File: config.mk
export PLATFORM = sky130hd
export DESIGN_NAME = double_ended_queue
export DESIGN_NICKNAME = d
export VERILOG_FILES = /design/src/sv/deq_pkg.sv /design/src/sv/deq_mem.sv /design/src/sv/deq_ctrl.sv /design/src/sv/double_ended_queue.sv
export SDC_FILE = /design/constraint.sdc
export NUM_CORES = 1
export LEC_CHECK = 0
export ABC_AREA = 1
export BUFFER_PORTS_ARGS = -buffer_cell sky130_fd_sc_hd__buf_4
export CORE_MARGIN = 2
export CORE_UTILIZATION = 63
export DETAILED_ROUTE_END_ITERATION = 10
export HOLD_SLACK_MARGIN = 0.15
export PLACE_DENSITY = 0.83
export SKIP_LAST_GASP = 1
export SLEW_MARGIN = 5
export SYNTH_ARGS = -nofsm -noshare
export SYNTH_HDL_FRONTEND = slang
export SYNTH_HIERARCHICAL = 1
export SYNTH_SLANG_ARGS = --single-unit
File: constraint.sdc
create_clock -name i_clk -period 5.1 [get_ports i_clk]
set_input_delay 1.02 -clock i_clk [delete_from_list [all_inputs] [get_ports i_clk]]
set_output_delay 1.02 -clock i_clk [all_outputs]
set_load 0.05 [all_outputs]
File: src/sv/deq_pkg.sv
// Package for the double-ended queue block.
// Holds the channel payload structs, function and status codes and the state type.
// No dependencies.
package deq_pkg;

    localparam int DEPTH_DEF      = 16;
    localparam int DATA_WIDTH_DEF = 8;

    localparam int FUNC_W   = 3;
    localparam int VALUE_W  = 8;
    localparam int COUNT_W  = 5;
    localparam int STATUS_W = 2;

    typedef enum logic [FUNC_W-1:0] {
        FN_PUSH_BACK  = 3'd0,
        FN_PUSH_FRONT = 3'd1,
        FN_POP_FRONT  = 3'd2,
        FN_POP_BACK   = 3'd3,
        FN_CLEAR      = 3'd4
    } t_deq_func;

    typedef enum logic [STATUS_W-1:0] {
        ST_OK        = 2'd0,
        ST_EMPTY_POP = 2'd1,
        ST_FULL_PUSH = 2'd2
    } t_deq_status;

    typedef enum logic {
        S_IDLE = 1'b0,
        S_READ = 1'b1
    } t_deq_state;

    // Request payload
    typedef struct packed {
        logic [FUNC_W-1:0]  func;
        logic [VALUE_W-1:0] data_in;
    } t_deq_in;

    // Result payload
    typedef struct packed {
        logic [VALUE_W-1:0]  front_value;
        logic [VALUE_W-1:0]  back_value;
        logic                not_empty;
        logic [COUNT_W-1:0]  count;
        logic [STATUS_W-1:0] status;
    } t_deq_out;

    // Controller to result stage: what to assemble in the read cycle
    typedef struct packed {
        logic                load;
        logic                not_empty;
        logic [COUNT_W-1:0]  count;
        t_deq_status         status;
        logic                fwd_front;
        logic                fwd_back;
    } t_deq_rsp;

endpackage

File: src/sv/deq_mem.sv
// Slot storage for the double-ended queue: one write port, two read ports.
// Read data is registered; a read returns the old data on a
// same-address write. Depends on nothing.
module deq_mem #(
    parameter int DEPTH      = 16,
    parameter int DATA_WIDTH = 8
) (
    input  logic                     i_clk,
    input  logic                     i_wr_en,
    input  logic [$clog2(DEPTH)-1:0] i_wr_addr,
    input  logic [DATA_WIDTH-1:0]    i_wr_data,
    input  logic                     i_rd_en,
    input  logic [$clog2(DEPTH)-1:0] i_rd_addr_a,
    input  logic [$clog2(DEPTH)-1:0] i_rd_addr_b,
    output logic [DATA_WIDTH-1:0]    o_rd_data_a,
    output logic [DATA_WIDTH-1:0]    o_rd_data_b
);

    logic [DATA_WIDTH-1:0] r_mem [DEPTH];
    logic [DATA_WIDTH-1:0] r_rd_a;
    logic [DATA_WIDTH-1:0] r_rd_b;

    // Write port
    always_ff @(posedge i_clk) begin
        if (i_wr_en) begin
            r_mem[i_wr_addr] <= i_wr_data;
        end
    end

    // Registered read ports
    always_ff @(posedge i_clk) begin
        if (i_rd_en) begin
            r_rd_a <= r_mem[i_rd_addr_a];
            r_rd_b <= r_mem[i_rd_addr_b];
        end
    end

    assign o_rd_data_a = r_rd_a;
    assign o_rd_data_b = r_rd_b;

endmodule

File: src/sv/deq_ctrl.sv
// Pointer and sequencing logic for the double-ended queue.
// Updates head and count, drives the slot memory and flags write-to-read forwarding.
// Depends on deq_pkg.
module deq_ctrl #(
    parameter int DEPTH      = deq_pkg::DEPTH_DEF,
    parameter int DATA_WIDTH = deq_pkg::DATA_WIDTH_DEF
) (
    input  logic                     i_clk,
    input  logic                     i_rst_n,
    input  logic                     i_in_valid,
    output logic                     o_in_stall,
    input  deq_pkg::t_deq_in         i_in_item,
    input  logic                     i_out_busy,
    output logic                     o_wr_en,
    output logic [$clog2(DEPTH)-1:0] o_wr_addr,
    output logic [DATA_WIDTH-1:0]    o_wr_data,
    output logic                     o_rd_en,
    output logic [$clog2(DEPTH)-1:0] o_rd_front,
    output logic [$clog2(DEPTH)-1:0] o_rd_back,
    output logic [DATA_WIDTH-1:0]    o_fwd_data,
    output deq_pkg::t_deq_rsp        o_rsp
);

    localparam int IW = $clog2(DEPTH);
    localparam int CW = $clog2(DEPTH + 1);
    localparam int SW = CW + 1;

    deq_pkg::t_deq_state  r_state, n_state;
    logic [IW-1:0]        r_head, n_head;
    logic [CW-1:0]        r_count, n_count;
    deq_pkg::t_deq_status r_status, n_status;
    logic                 r_fwd_front, r_fwd_back;
    logic [DATA_WIDTH-1:0] r_fwd_data;

    logic          acc;
    logic          is_full;
    logic          is_empty;
    logic [IW-1:0] head_prev;
    logic [IW-1:0] head_next;
    logic          wr_en;
    logic [IW-1:0] wr_addr;
    logic [IW-1:0] rd_back;

    // Slot index of an offset from a head index, wrapped once
    function automatic logic [IW-1:0] slot_at(input logic [IW-1:0] head,
                                              input logic [CW-1:0] offset);
        logic [SW-1:0] sum;
        sum = SW'(head) + SW'(offset);
        if (sum >= SW'(DEPTH)) begin
            sum = sum - SW'(DEPTH);
        end
        return IW'(sum);
    endfunction

    assign is_full   = (r_count == CW'(DEPTH));
    assign is_empty  = (r_count == '0);
    assign head_prev = (r_head == '0) ? IW'(DEPTH - 1) : r_head - 1'b1;
    assign head_next = (r_head == IW'(DEPTH - 1)) ? '0 : r_head + 1'b1;

    // Accept only when idle and the result register is free by the next edge
    assign o_in_stall = !((r_state == deq_pkg::S_IDLE) && !i_out_busy);
    assign acc        = i_in_valid && !o_in_stall;

    // Next state and outputs
    always_comb begin
        n_state  = r_state;
        n_head   = r_head;
        n_count  = r_count;
        n_status = deq_pkg::ST_OK;
        wr_en    = 1'b0;
        wr_addr  = slot_at(r_head, r_count);

        case (i_in_item.func)
            deq_pkg::FN_PUSH_BACK: begin
                if (is_full) begin
                    n_status = deq_pkg::ST_FULL_PUSH;
                end else begin
                    wr_en   = 1'b1;
                    n_count = r_count + 1'b1;
                end
            end
            deq_pkg::FN_PUSH_FRONT: begin
                if (is_full) begin
                    n_status = deq_pkg::ST_FULL_PUSH;
                end else begin
                    wr_en   = 1'b1;
                    wr_addr = head_prev;
                    n_head  = head_prev;
                    n_count = r_count + 1'b1;
                end
            end
            deq_pkg::FN_POP_FRONT: begin
                if (is_empty) begin
                    n_status = deq_pkg::ST_EMPTY_POP;
                end else begin
                    n_head  = head_next;
                    n_count = r_count - 1'b1;
                end
            end
            deq_pkg::FN_POP_BACK: begin
                if (is_empty) begin
                    n_status = deq_pkg::ST_EMPTY_POP;
                end else begin
                    n_count = r_count - 1'b1;
                end
            end
            deq_pkg::FN_CLEAR: begin
                n_head  = '0;
                n_count = '0;
            end
            default: begin
            end
        endcase

        case (r_state)
            deq_pkg::S_IDLE: begin
                if (acc) begin
                    n_state = deq_pkg::S_READ;
                end
            end
            deq_pkg::S_READ: begin
                n_state = deq_pkg::S_IDLE;
            end
            default: begin
                n_state = deq_pkg::S_IDLE;
            end
        endcase
    end

    // Back slot after the request; any in-range index when the queue ends empty
    assign rd_back = (n_count == '0) ? n_head : slot_at(n_head, n_count - 1'b1);

    // Memory access
    assign o_wr_en    = acc && wr_en;
    assign o_wr_addr  = wr_addr;
    assign o_wr_data  = DATA_WIDTH'(i_in_item.data_in);
    assign o_rd_en    = acc;
    assign o_rd_front = n_head;
    assign o_rd_back  = rd_back;

    // Control state
    always_ff @(posedge i_clk) begin
        if (!i_rst_n) begin
            r_state <= deq_pkg::S_IDLE;
            r_head  <= '0;
            r_count <= '0;
        end else begin
            r_state <= n_state;
            if (acc) begin
                r_head  <= n_head;
                r_count <= n_count;
            end
        end
    end

    // Hold status and forwarding info for the read cycle
    always_ff @(posedge i_clk) begin
        if (acc) begin
            r_status    <= n_status;
            r_fwd_front <= o_wr_en && (wr_addr == n_head);
            r_fwd_back  <= o_wr_en && (wr_addr == rd_back);
            r_fwd_data  <= o_wr_data;
        end
    end

    assign o_fwd_data      = r_fwd_data;
    assign o_rsp.load      = (r_state == deq_pkg::S_READ);
    assign o_rsp.not_empty = (r_count != '0);
    assign o_rsp.count     = deq_pkg::COUNT_W'(r_count);
    assign o_rsp.status    = r_status;
    assign o_rsp.fwd_front = r_fwd_front;
    assign o_rsp.fwd_back  = r_fwd_back;

    // Count never passes the capacity
    a_count_bound: assert property (@(posedge i_clk) disable iff (!i_rst_n)
        r_count <= CW'(DEPTH))
        else $error("element count above capacity");

    // A full queue never takes a push write
    a_no_write_full: assert property (@(posedge i_clk) disable iff (!i_rst_n)
        is_full |-> !o_wr_en)
        else $error("slot write into a full queue");

endmodule

File: src/sv/double_ended_queue.sv
// Double-ended queue over a ring of DEPTH slots: push back, push front, pop front,
// pop back and clear, each answered with front, back, count and status. At the accepting
// edge head and count advance, the slot memory is written and the front and back slots
// are read; in the next cycle the registered read data (or the just-written value) is
// assembled into the output register. Input is stalled in that read cycle and while a
// result waits stalled in the output register, so at most one item is in flight. The
// slots are not cleared after reset; only written slots are ever shown.
module double_ended_queue #(
    parameter int DEPTH      = deq_pkg::DEPTH_DEF,
    parameter int DATA_WIDTH = deq_pkg::DATA_WIDTH_DEF
) (
    input  logic              i_clk,
    input  logic              i_rst_n,
    input  logic              i_in_valid,
    output logic              o_in_stall,
    input  deq_pkg::t_deq_in  i_in_item,
    output logic              o_out_valid,
    input  logic              i_out_stall,
    output deq_pkg::t_deq_out o_out_item
);

    localparam int IW = $clog2(DEPTH);

    logic                  wr_en;
    logic [IW-1:0]         wr_addr;
    logic [DATA_WIDTH-1:0] wr_data;
    logic                  rd_en;
    logic [IW-1:0]         rd_front;
    logic [IW-1:0]         rd_back;
    logic [DATA_WIDTH-1:0] front_data;
    logic [DATA_WIDTH-1:0] back_data;
    logic [DATA_WIDTH-1:0] fwd_data;
    deq_pkg::t_deq_rsp     rsp;

    logic                  r_out_valid, n_out_valid;
    deq_pkg::t_deq_out     r_out, n_out;
    logic                  out_busy;

    assign out_busy = r_out_valid && i_out_stall;

    deq_ctrl #(
        .DEPTH      (DEPTH),
        .DATA_WIDTH (DATA_WIDTH)
    ) u_ctrl (
        .i_clk      (i_clk),
        .i_rst_n    (i_rst_n),
        .i_in_valid (i_in_valid),
        .o_in_stall (o_in_stall),
        .i_in_item  (i_in_item),
        .i_out_busy (out_busy),
        .o_wr_en    (wr_en),
        .o_wr_addr  (wr_addr),
        .o_wr_data  (wr_data),
        .o_rd_en    (rd_en),
        .o_rd_front (rd_front),
        .o_rd_back  (rd_back),
        .o_fwd_data (fwd_data),
        .o_rsp      (rsp)
    );

    deq_mem #(
        .DEPTH      (DEPTH),
        .DATA_WIDTH (DATA_WIDTH)
    ) u_mem (
        .i_clk       (i_clk),
        .i_wr_en     (wr_en),
        .i_wr_addr   (wr_addr),
        .i_wr_data   (wr_data),
        .i_rd_en     (rd_en),
        .i_rd_addr_a (rd_front),
        .i_rd_addr_b (rd_back),
        .o_rd_data_a (front_data),
        .o_rd_data_b (back_data)
    );

    // Assemble the result, taking the just-written value where the read missed it
    always_comb begin
        n_out           = r_out;
        n_out_valid     = r_out_valid && i_out_stall;
        if (rsp.load) begin
            n_out_valid       = 1'b1;
            n_out.not_empty   = rsp.not_empty;
            n_out.count       = rsp.count;
            n_out.status      = rsp.status;
            n_out.front_value = '0;
            n_out.back_value  = '0;
            if (rsp.not_empty) begin
                n_out.front_value = rsp.fwd_front ? deq_pkg::VALUE_W'(fwd_data)
                                                  : deq_pkg::VALUE_W'(front_data);
                n_out.back_value  = rsp.fwd_back ? deq_pkg::VALUE_W'(fwd_data)
                                                 : deq_pkg::VALUE_W'(back_data);
            end
        end
    end

    // Output register
    always_ff @(posedge i_clk) begin
        if (!i_rst_n) begin
            r_out_valid <= 1'b0;
        end else begin
            r_out_valid <= n_out_valid;
        end
    end

    always_ff @(posedge i_clk) begin
        r_out <= n_out;
    end

    assign o_out_valid = r_out_valid;
    assign o_out_item  = r_out;

    // A result never overwrites one that is still held
    a_load_free: assert property (@(posedge i_clk) disable iff (!i_rst_n)
        rsp.load |-> !r_out_valid)
        else $error("result loaded over a pending transfer");

    // Every accepted request is answered in the next cycle
    a_acc_load: assert property (@(posedge i_clk) disable iff (!i_rst_n)
        (i_in_valid && !o_in_stall) |=> rsp.load)
        else $error("accepted request not answered");

    // Not-empty flag agrees with the count
    a_not_empty: assert property (@(posedge i_clk) disable iff (!i_rst_n)
        r_out_valid |-> (r_out.not_empty == (r_out.count != '0)))
        else $error("not_empty disagrees with count");

endmodule

# Word level (Yosys, flattened, before mapping)
# Memories as Yosys holds them, arrays and structs flattened. A register that Yosys moved wholly into a read port is not among the register bits.
# Cells that the tools add are included.
# word_totals
ff_bits,47
mem_bits_rw,128
n_memories,1
# memory_table
name,words,width,read_ports,rd_ports_with_merged_regs,write_ports,line,source
u_mem.r_mem,16,8,2,2,1,deq_mem.sv:19,logic [DATA_WIDTH-1:0] r_mem [DEPTH];
# op_classes
add_sub_neg,9
magnitude_cmp,2
n_eq_ne,8
n_mux,25
bitwise,1
n_reduce_logical,15
# op_table
op,n
4-bit two-way mux,9
8-bit two-way mux,2
5-bit one-hot mux with 3 select lines,1
4-bit by 5-bit adder with 6-bit output,2
"6-bit by 5-bit greater-or-equal comparator with 1-bit output, second input constant",2
4-bit one-hot mux with 3 select lines,1
"4-bit by 1-bit subtractor with 4-bit output, second input constant",3
5-bit zero test,2
5-bit two-way mux,2
"5-bit by 1-bit subtractor with 5-bit output, second input constant",2
4-bit equality test,2
1-bit two-way mux,7
"3-bit by 2-bit equality test with 1-bit output, second input constant",2
1-bit logical AND,6
"5-bit by 1-bit adder with 5-bit output, second input constant",1
"5-bit equality test, second input constant",1
5-bit nonzero test,1
"4-bit by 1-bit adder with 4-bit output, second input constant",1
"4-bit equality test, second input constant",1
4-bit zero test,1
2-bit one-hot mux with 2 select lines,1
2-bit OR reduction,2
"3-bit by 1-bit equality test with 1-bit output, second input constant",1
"3-bit equality test, second input constant",1
5 further kinds,6

# Depth between registers and ports, before layout
# depth
ltp_word,10
mapped_depth,26
mapped_depth_nobuf,24

# By module
# The synthesis kept the hierarchy.
# by_module_without_submodules
mod,n_inst,cells_each,area_each_um2,seq_area_each_um2
deq_mem,1,853,7418.4,4324.1
deq_ctrl,1,318,2235.9,560.5
double_ended_queue,1,107,1114.8,740.7

# Worst setup path before layout
# Ideal clock, no wire load.
# synth_timing
path_type,input-to-reg
startpoint,input i_in_item[9] (netlist bit)
endpoint,"register u_mem.r_rd_b[0], in the netlist u_mem/o_rd_data_b[0] (read register of u_mem.r_mem), data pin"
arrival_ps,3612
slack_ps,1235
stages,24
path_cell_list,inv_1 nor2_2 inv_1 o21bai_1 nor2_1 nand2_1 nand2_1 ha_1 xor2_1 ha_1 nand3_1 nand3_1 inv_1 nand4_1 nand2_1 inv_1 nand2_1 nand2_1 nand2_2 xor2_1 clkbuf_1 inv_1 nand3_1 nand2_1
# synth_via
elab_chain_len,8
elab_cells_between_ends,16
cone_classes,3 x add/sub; 1 x order compare; 4 x eq/ne; 4 x mux; 4 x reduce/logical
# synth_rtl
item,line,source
"start, declared",double_ended_queue.sv:16,"input deq_pkg::t_deq_in i_in_item,"
3-bit by 2-bit equality test with 1-bit output (tied with other cells),deq_ctrl.sv:73,case (i_in_item.func)
2-bit OR reduction (no line),-,
5-bit one-hot mux with 3 select lines,deq_ctrl.sv:73,
5-bit by 1-bit subtractor with 5-bit output,deq_ctrl.sv:131,"assign rd_back = (n_count == '0) ? n_head : slot_at(n_head, n_count - 1'b1);"
4-bit by 5-bit adder with 6-bit output,deq_ctrl.sv:48,sum = SW'(head) + SW'(offset);
6-bit by 5-bit greater-or-equal comparator with 1-bit output or 4-bit by 1-bit subtractor with 4-bit output (tied branches),"deq_ctrl.sv:49, deq_ctrl.sv:50",
4-bit two-way mux,deq_ctrl.sv:49,if (sum >= SW'(DEPTH)) begin
4-bit two-way mux (*),deq_ctrl.sv:131,
named net rd_back[3],double_ended_queue.sv:29,logic [IW-1:0] rd_back;
"end, declared",deq_mem.sv:21,logic [DATA_WIDTH-1:0] r_rd_b;
# Mark *: on every way through the listed nets, which the timed path passes. The rest lies on a longest branch.
# A chain may end at the register's enable or synchronous reset.

# Worst setup path after layout
# layout_timing
startpoint,register u_ctrl.r_count[0]
endpoint,"register u_mem.r_rd_b[6], in the netlist u_mem/o_rd_data_b[6] (read register of u_mem.r_mem), data pin"
# layout_via
elab_chain_len,8
elab_cells_between_ends,17
cone_classes,5 x add/sub; 1 x order compare; 1 x eq/ne; 8 x mux; 2 x reduce/logical
# layout_rtl
item,line,source
"start, declared",deq_ctrl.sv:30,"logic [CW-1:0] r_count, n_count;"
"start signal, assigned",deq_ctrl.sv:151,r_count <= n_count;
5-bit by 1-bit subtractor with 5-bit output (tied with other cells),"deq_ctrl.sv:97, deq_ctrl.sv:104",
5-bit two-way mux (on tied branches),-,
5-bit one-hot mux with 3 select lines,deq_ctrl.sv:73,
5-bit by 1-bit subtractor with 5-bit output,deq_ctrl.sv:131,
4-bit by 5-bit adder with 6-bit output,deq_ctrl.sv:48,
6-bit by 5-bit greater-or-equal comparator with 1-bit output or 4-bit by 1-bit subtractor with 4-bit output (tied branches),"deq_ctrl.sv:49, deq_ctrl.sv:50",
4-bit two-way mux,deq_ctrl.sv:49,
4-bit two-way mux (*),deq_ctrl.sv:131,
named net rd_back[2],double_ended_queue.sv:29,
# Marks and branches as above.

==> key figures <==
Status
  • Status: finished with violations
  • Failing checks: DRC

Route
  • Vias: 8964
  • Via density: 5.93
  • Initial DRT Pass Iterations: 11
  • Initial DRC count: 1503
  • Final WL: roughly 27000 µm
  • Antenna-violating nets left: 0
  • Drt drc: 1
  • Avg WL per Cell: 18.0 µm

Yosys
  • Adder-cell share of the synthesized area: under 10%
  • Sequential share of the synthesized area: 52.2%
  • Netlist cell types: 34
  • Syn Nets: between 1000 and 1500
  • Largest family of logic cells by synthesized area: simple AND/OR/NAND/NOR gates
  • Avg Synthesized Cell Area: ~8.4 µm²
  • Synth warn: 6
  • Synth Area in Compound Gates: 1.61%
  • Mapped Area: between 10000 and 15000 µm²
  • Xor-xnor portion of the synthesized cell area: 0.651%
  • Synth Instances: between 1000 and 1500
  • Flops & latches, synth: 191
  • Synth Area in Simple Gates: 31.4%
  • Multiplexer area fraction after synthesis: 0%

GRT
  • Tot GR Track Use: 30.9%
  • Antenna violations before repair: 0
  • Gr ovfl total: 0
  • Vias in the first global route: 8261
  • Largest net degree at the start of global routing: 65
  • Wire length of the first global-routing pass: 43100 µm

Final layout
  • Synth-to-Final Area Change: 7.10%
  • Most frequent cells in the layout: nand2_1, nand3_1, inv_1, edfxtp_1, nor2_1
  • Ant diodes: 0
  • Share of cells above drive strength 1: 9.14%
  • Commonest non-fill, non-tap cell in the layout: nand2_1
  • # nets final: roughly 1300

Clock tree
  • CTS Buf Count: 17
  • Post-CTS sizing: 0
  • CTS tree: built
  • Clock Sinks: 191
  • Root buffer cell: clkbuf_16
  • Post-CTS Setup Inserts: 0
  • Clock buffer depth: 2
  • Worst-path clk slew: 80 ps
  • CTS H-tree depth: 4
  • CTS hold repair buffers: 0
  • Clock insertion delay at the later pin of the skew report: around 450 ps

Place
  • Port Buf Inserts: 40
  • HPWL after DPL: roughly 18000 µm
  • Final GP Congestion: 1.02

STA
  • Final setup TNS: 0 ps
  • Relative slew slack: 34.6%
  • Final Cycle Share: 87.5%
  • Minimum clock period: 4460 ps
  • Post-Route Skew: about 11 ps
  • RSZ-0062 raised after global routing: no
  • WHS: 422 ps
  • Slew @ Worst Pin: 977 ps
  • Hold Violations, Final: 0
  • Setup violations, final: 0
  • Fmax: 224 MHz
  • Final Slew Violations: 0

Floorplan
  • Starting density of the core: around 65%
  • Die area: approximately 18000 µm²
  • # rows: 47
  • Die Y: 135 µm
  • # IOs: 41
  • Die W: 135 µm
  • Core area: 16600 µm²

Run
  • Max-cap violation count: 0

Worst setup path
  • Crit start category: flop
  • CP arrival: between 4000 and 5000 ps
  • CP Class: flop to flop
  • WP data required: 5280 ps
  • CP endpoint kind: flop
  • Critical-path maximum fanout: 26

Power and ir drop
  • Maximum VDD drop: 0.000358 V
  • Leak: 5.31 nW
  • Design Power: 0.00523 W
  • Pwr dens: roughly 450 nW/µm²

Worst hold path
  • HP Class: flop to flop
-- stage by stage --
step / utilization [%] / area, µm² / setup slack, ps / std cells
floorplan: - / 10800 / 1230 / 1278
global placement: 65.5 / 10900 / 810 / 1479
detailed placement: 65.5 / 10900 / 771 / 1479
CTS: 69.3 / 11500 / 813 / 1511
global route: 69.3 / 11500 / 413 / 1511
finish: 69.3 / 11500 / 639 / 1511
-- routing by layer --
metal  GRT usage (%)  vias up  part of all wire (%)
met5               0        -                     0
met4            13.3        0                   3.9
met3            8.41      108                    13
met2            48.0      710                    45
met1            41.3     4033                    37
li1                -     4113                     -
-- registers in the layout, summed over array words and instances, names as in the netlist --
signal / cells
o_out_item: 24
o_out_valid: 1
u_ctrl/o_fwd_data: 8
u_ctrl/r_count: 5
u_ctrl/r_fwd_back: 1
u_ctrl/r_fwd_front: 1
u_ctrl/r_head: 4
u_ctrl/r_state: 1
u_ctrl/r_status: 2
u_mem/o_rd_data_a: 8
u_mem/o_rd_data_b: 8
u_mem/r_mem: 128
-- worst max-delay path: stages, from the launching register on --
cell and delay (ps):
dfxtp_1 390, inv_1 210, ha_1 400, nand3_4 310, o21bai_1 270, nor2_1 60
nand2_1 60, nand2_1 150, ha_1 320, inv_1 60, fa_1 440, xnor2_1 220
inv_1 70, nand2_1 90, nand2_1 70, inv_1 540, nand3_1 200, nand3_1 210
nand2_1 110
-- kinds of logic after synthesis --
group | after synthesis
DFF | 191
and+or+nand+nor | 759
adders and majority gates | 15
AOI/OAI and AO/OA | 30
buffers and inverters | 275
xor gates and xnor gates | 8
-- cell type report --
cell class	count	area, µm²
flip-flops and latches	191	5630
multi-input cells	812	3840
repair buffers	53	398
fillers	1270	5110
well taps	220	275
clock inverters	15	206
clock buffers	17	425
inverters	203	762
-- cells in the mapped netlist --
| master | instances | share of area [%] |
|---|---|---|
| nand3_2 | 2 | 0.19 |
| o21ai_0 | 12 | 0.56 |
| inv_2 | 6 | 0.21 |
| buf_6 | 15 | 1.6 |
| a21boi_2 | 1 | 0.10 |
| nor4_1 | 1 | 0.058 |
| xor2_1 | 4 | 0.33 |
| buf_12 | 1 | 0.19 |
| nor2_1 | 66 | 2.3 |
| a21boi_0 | 1 | 0.070 |
| inv_1 | 196 | 6.8 |
| nor2_8 | 3 | 0.56 |
| clkbuf_1 | 5 | 0.17 |
| buf_4 | 23 | 1.6 |
| o22ai_1 | 1 | 0.058 |
| nand2_1 | 393 | 14 |
| dfxtp_1 | 11 | 2.0 |
| fa_1 | 2 | 0.37 |
| a21oi_4 | 1 | 0.15 |
| nand3_1 | 264 | 12 |
| nand2_2 | 9 | 0.52 |
| o21ai_1 | 2 | 0.093 |
| a21oi_1 | 11 | 0.51 |
| ha_1 | 13 | 1.5 |
| xnor2_1 | 4 | 0.33 |
| buf_2 | 25 | 1.2 |
| clkinv_1 | 1 | 0.035 |
| nand3_4 | 5 | 0.81 |
| buf_8 | 3 | 0.42 |
| edfxtp_1 | 180 | 50 |
| nand2_4 | 2 | 0.21 |
| o21bai_1 | 1 | 0.070 |
| nand4_1 | 11 | 0.64 |
| nor2_2 | 3 | 0.17 |
-- where the power goes --
part / switching [W] / total (W) / internal, W
logic: 0.00138 / 0.00193 / 0.000558
registers: 0.0000520 / 0.00190 / 0.00185
clock network: 0.000678 / 0.00140 / 0.000720
total: 0.00211 / 0.00523 / 0.00312
-- worst paths after layout --
check                         end               start  cells past startpoint  slack [ps]
min                 o_out_item[0]  u_ctrl/r_status[0]                      0         420
min reg2reg         o_out_item[0]  u_ctrl/r_status[0]                      0         420
max          u_mem/o_rd_data_b[6]   u_ctrl/r_count[0]                     18         640
max reg2reg  u_mem/o_rd_data_b[6]   u_ctrl/r_count[0]                     18         640
(Power assumes the default switching activity.)
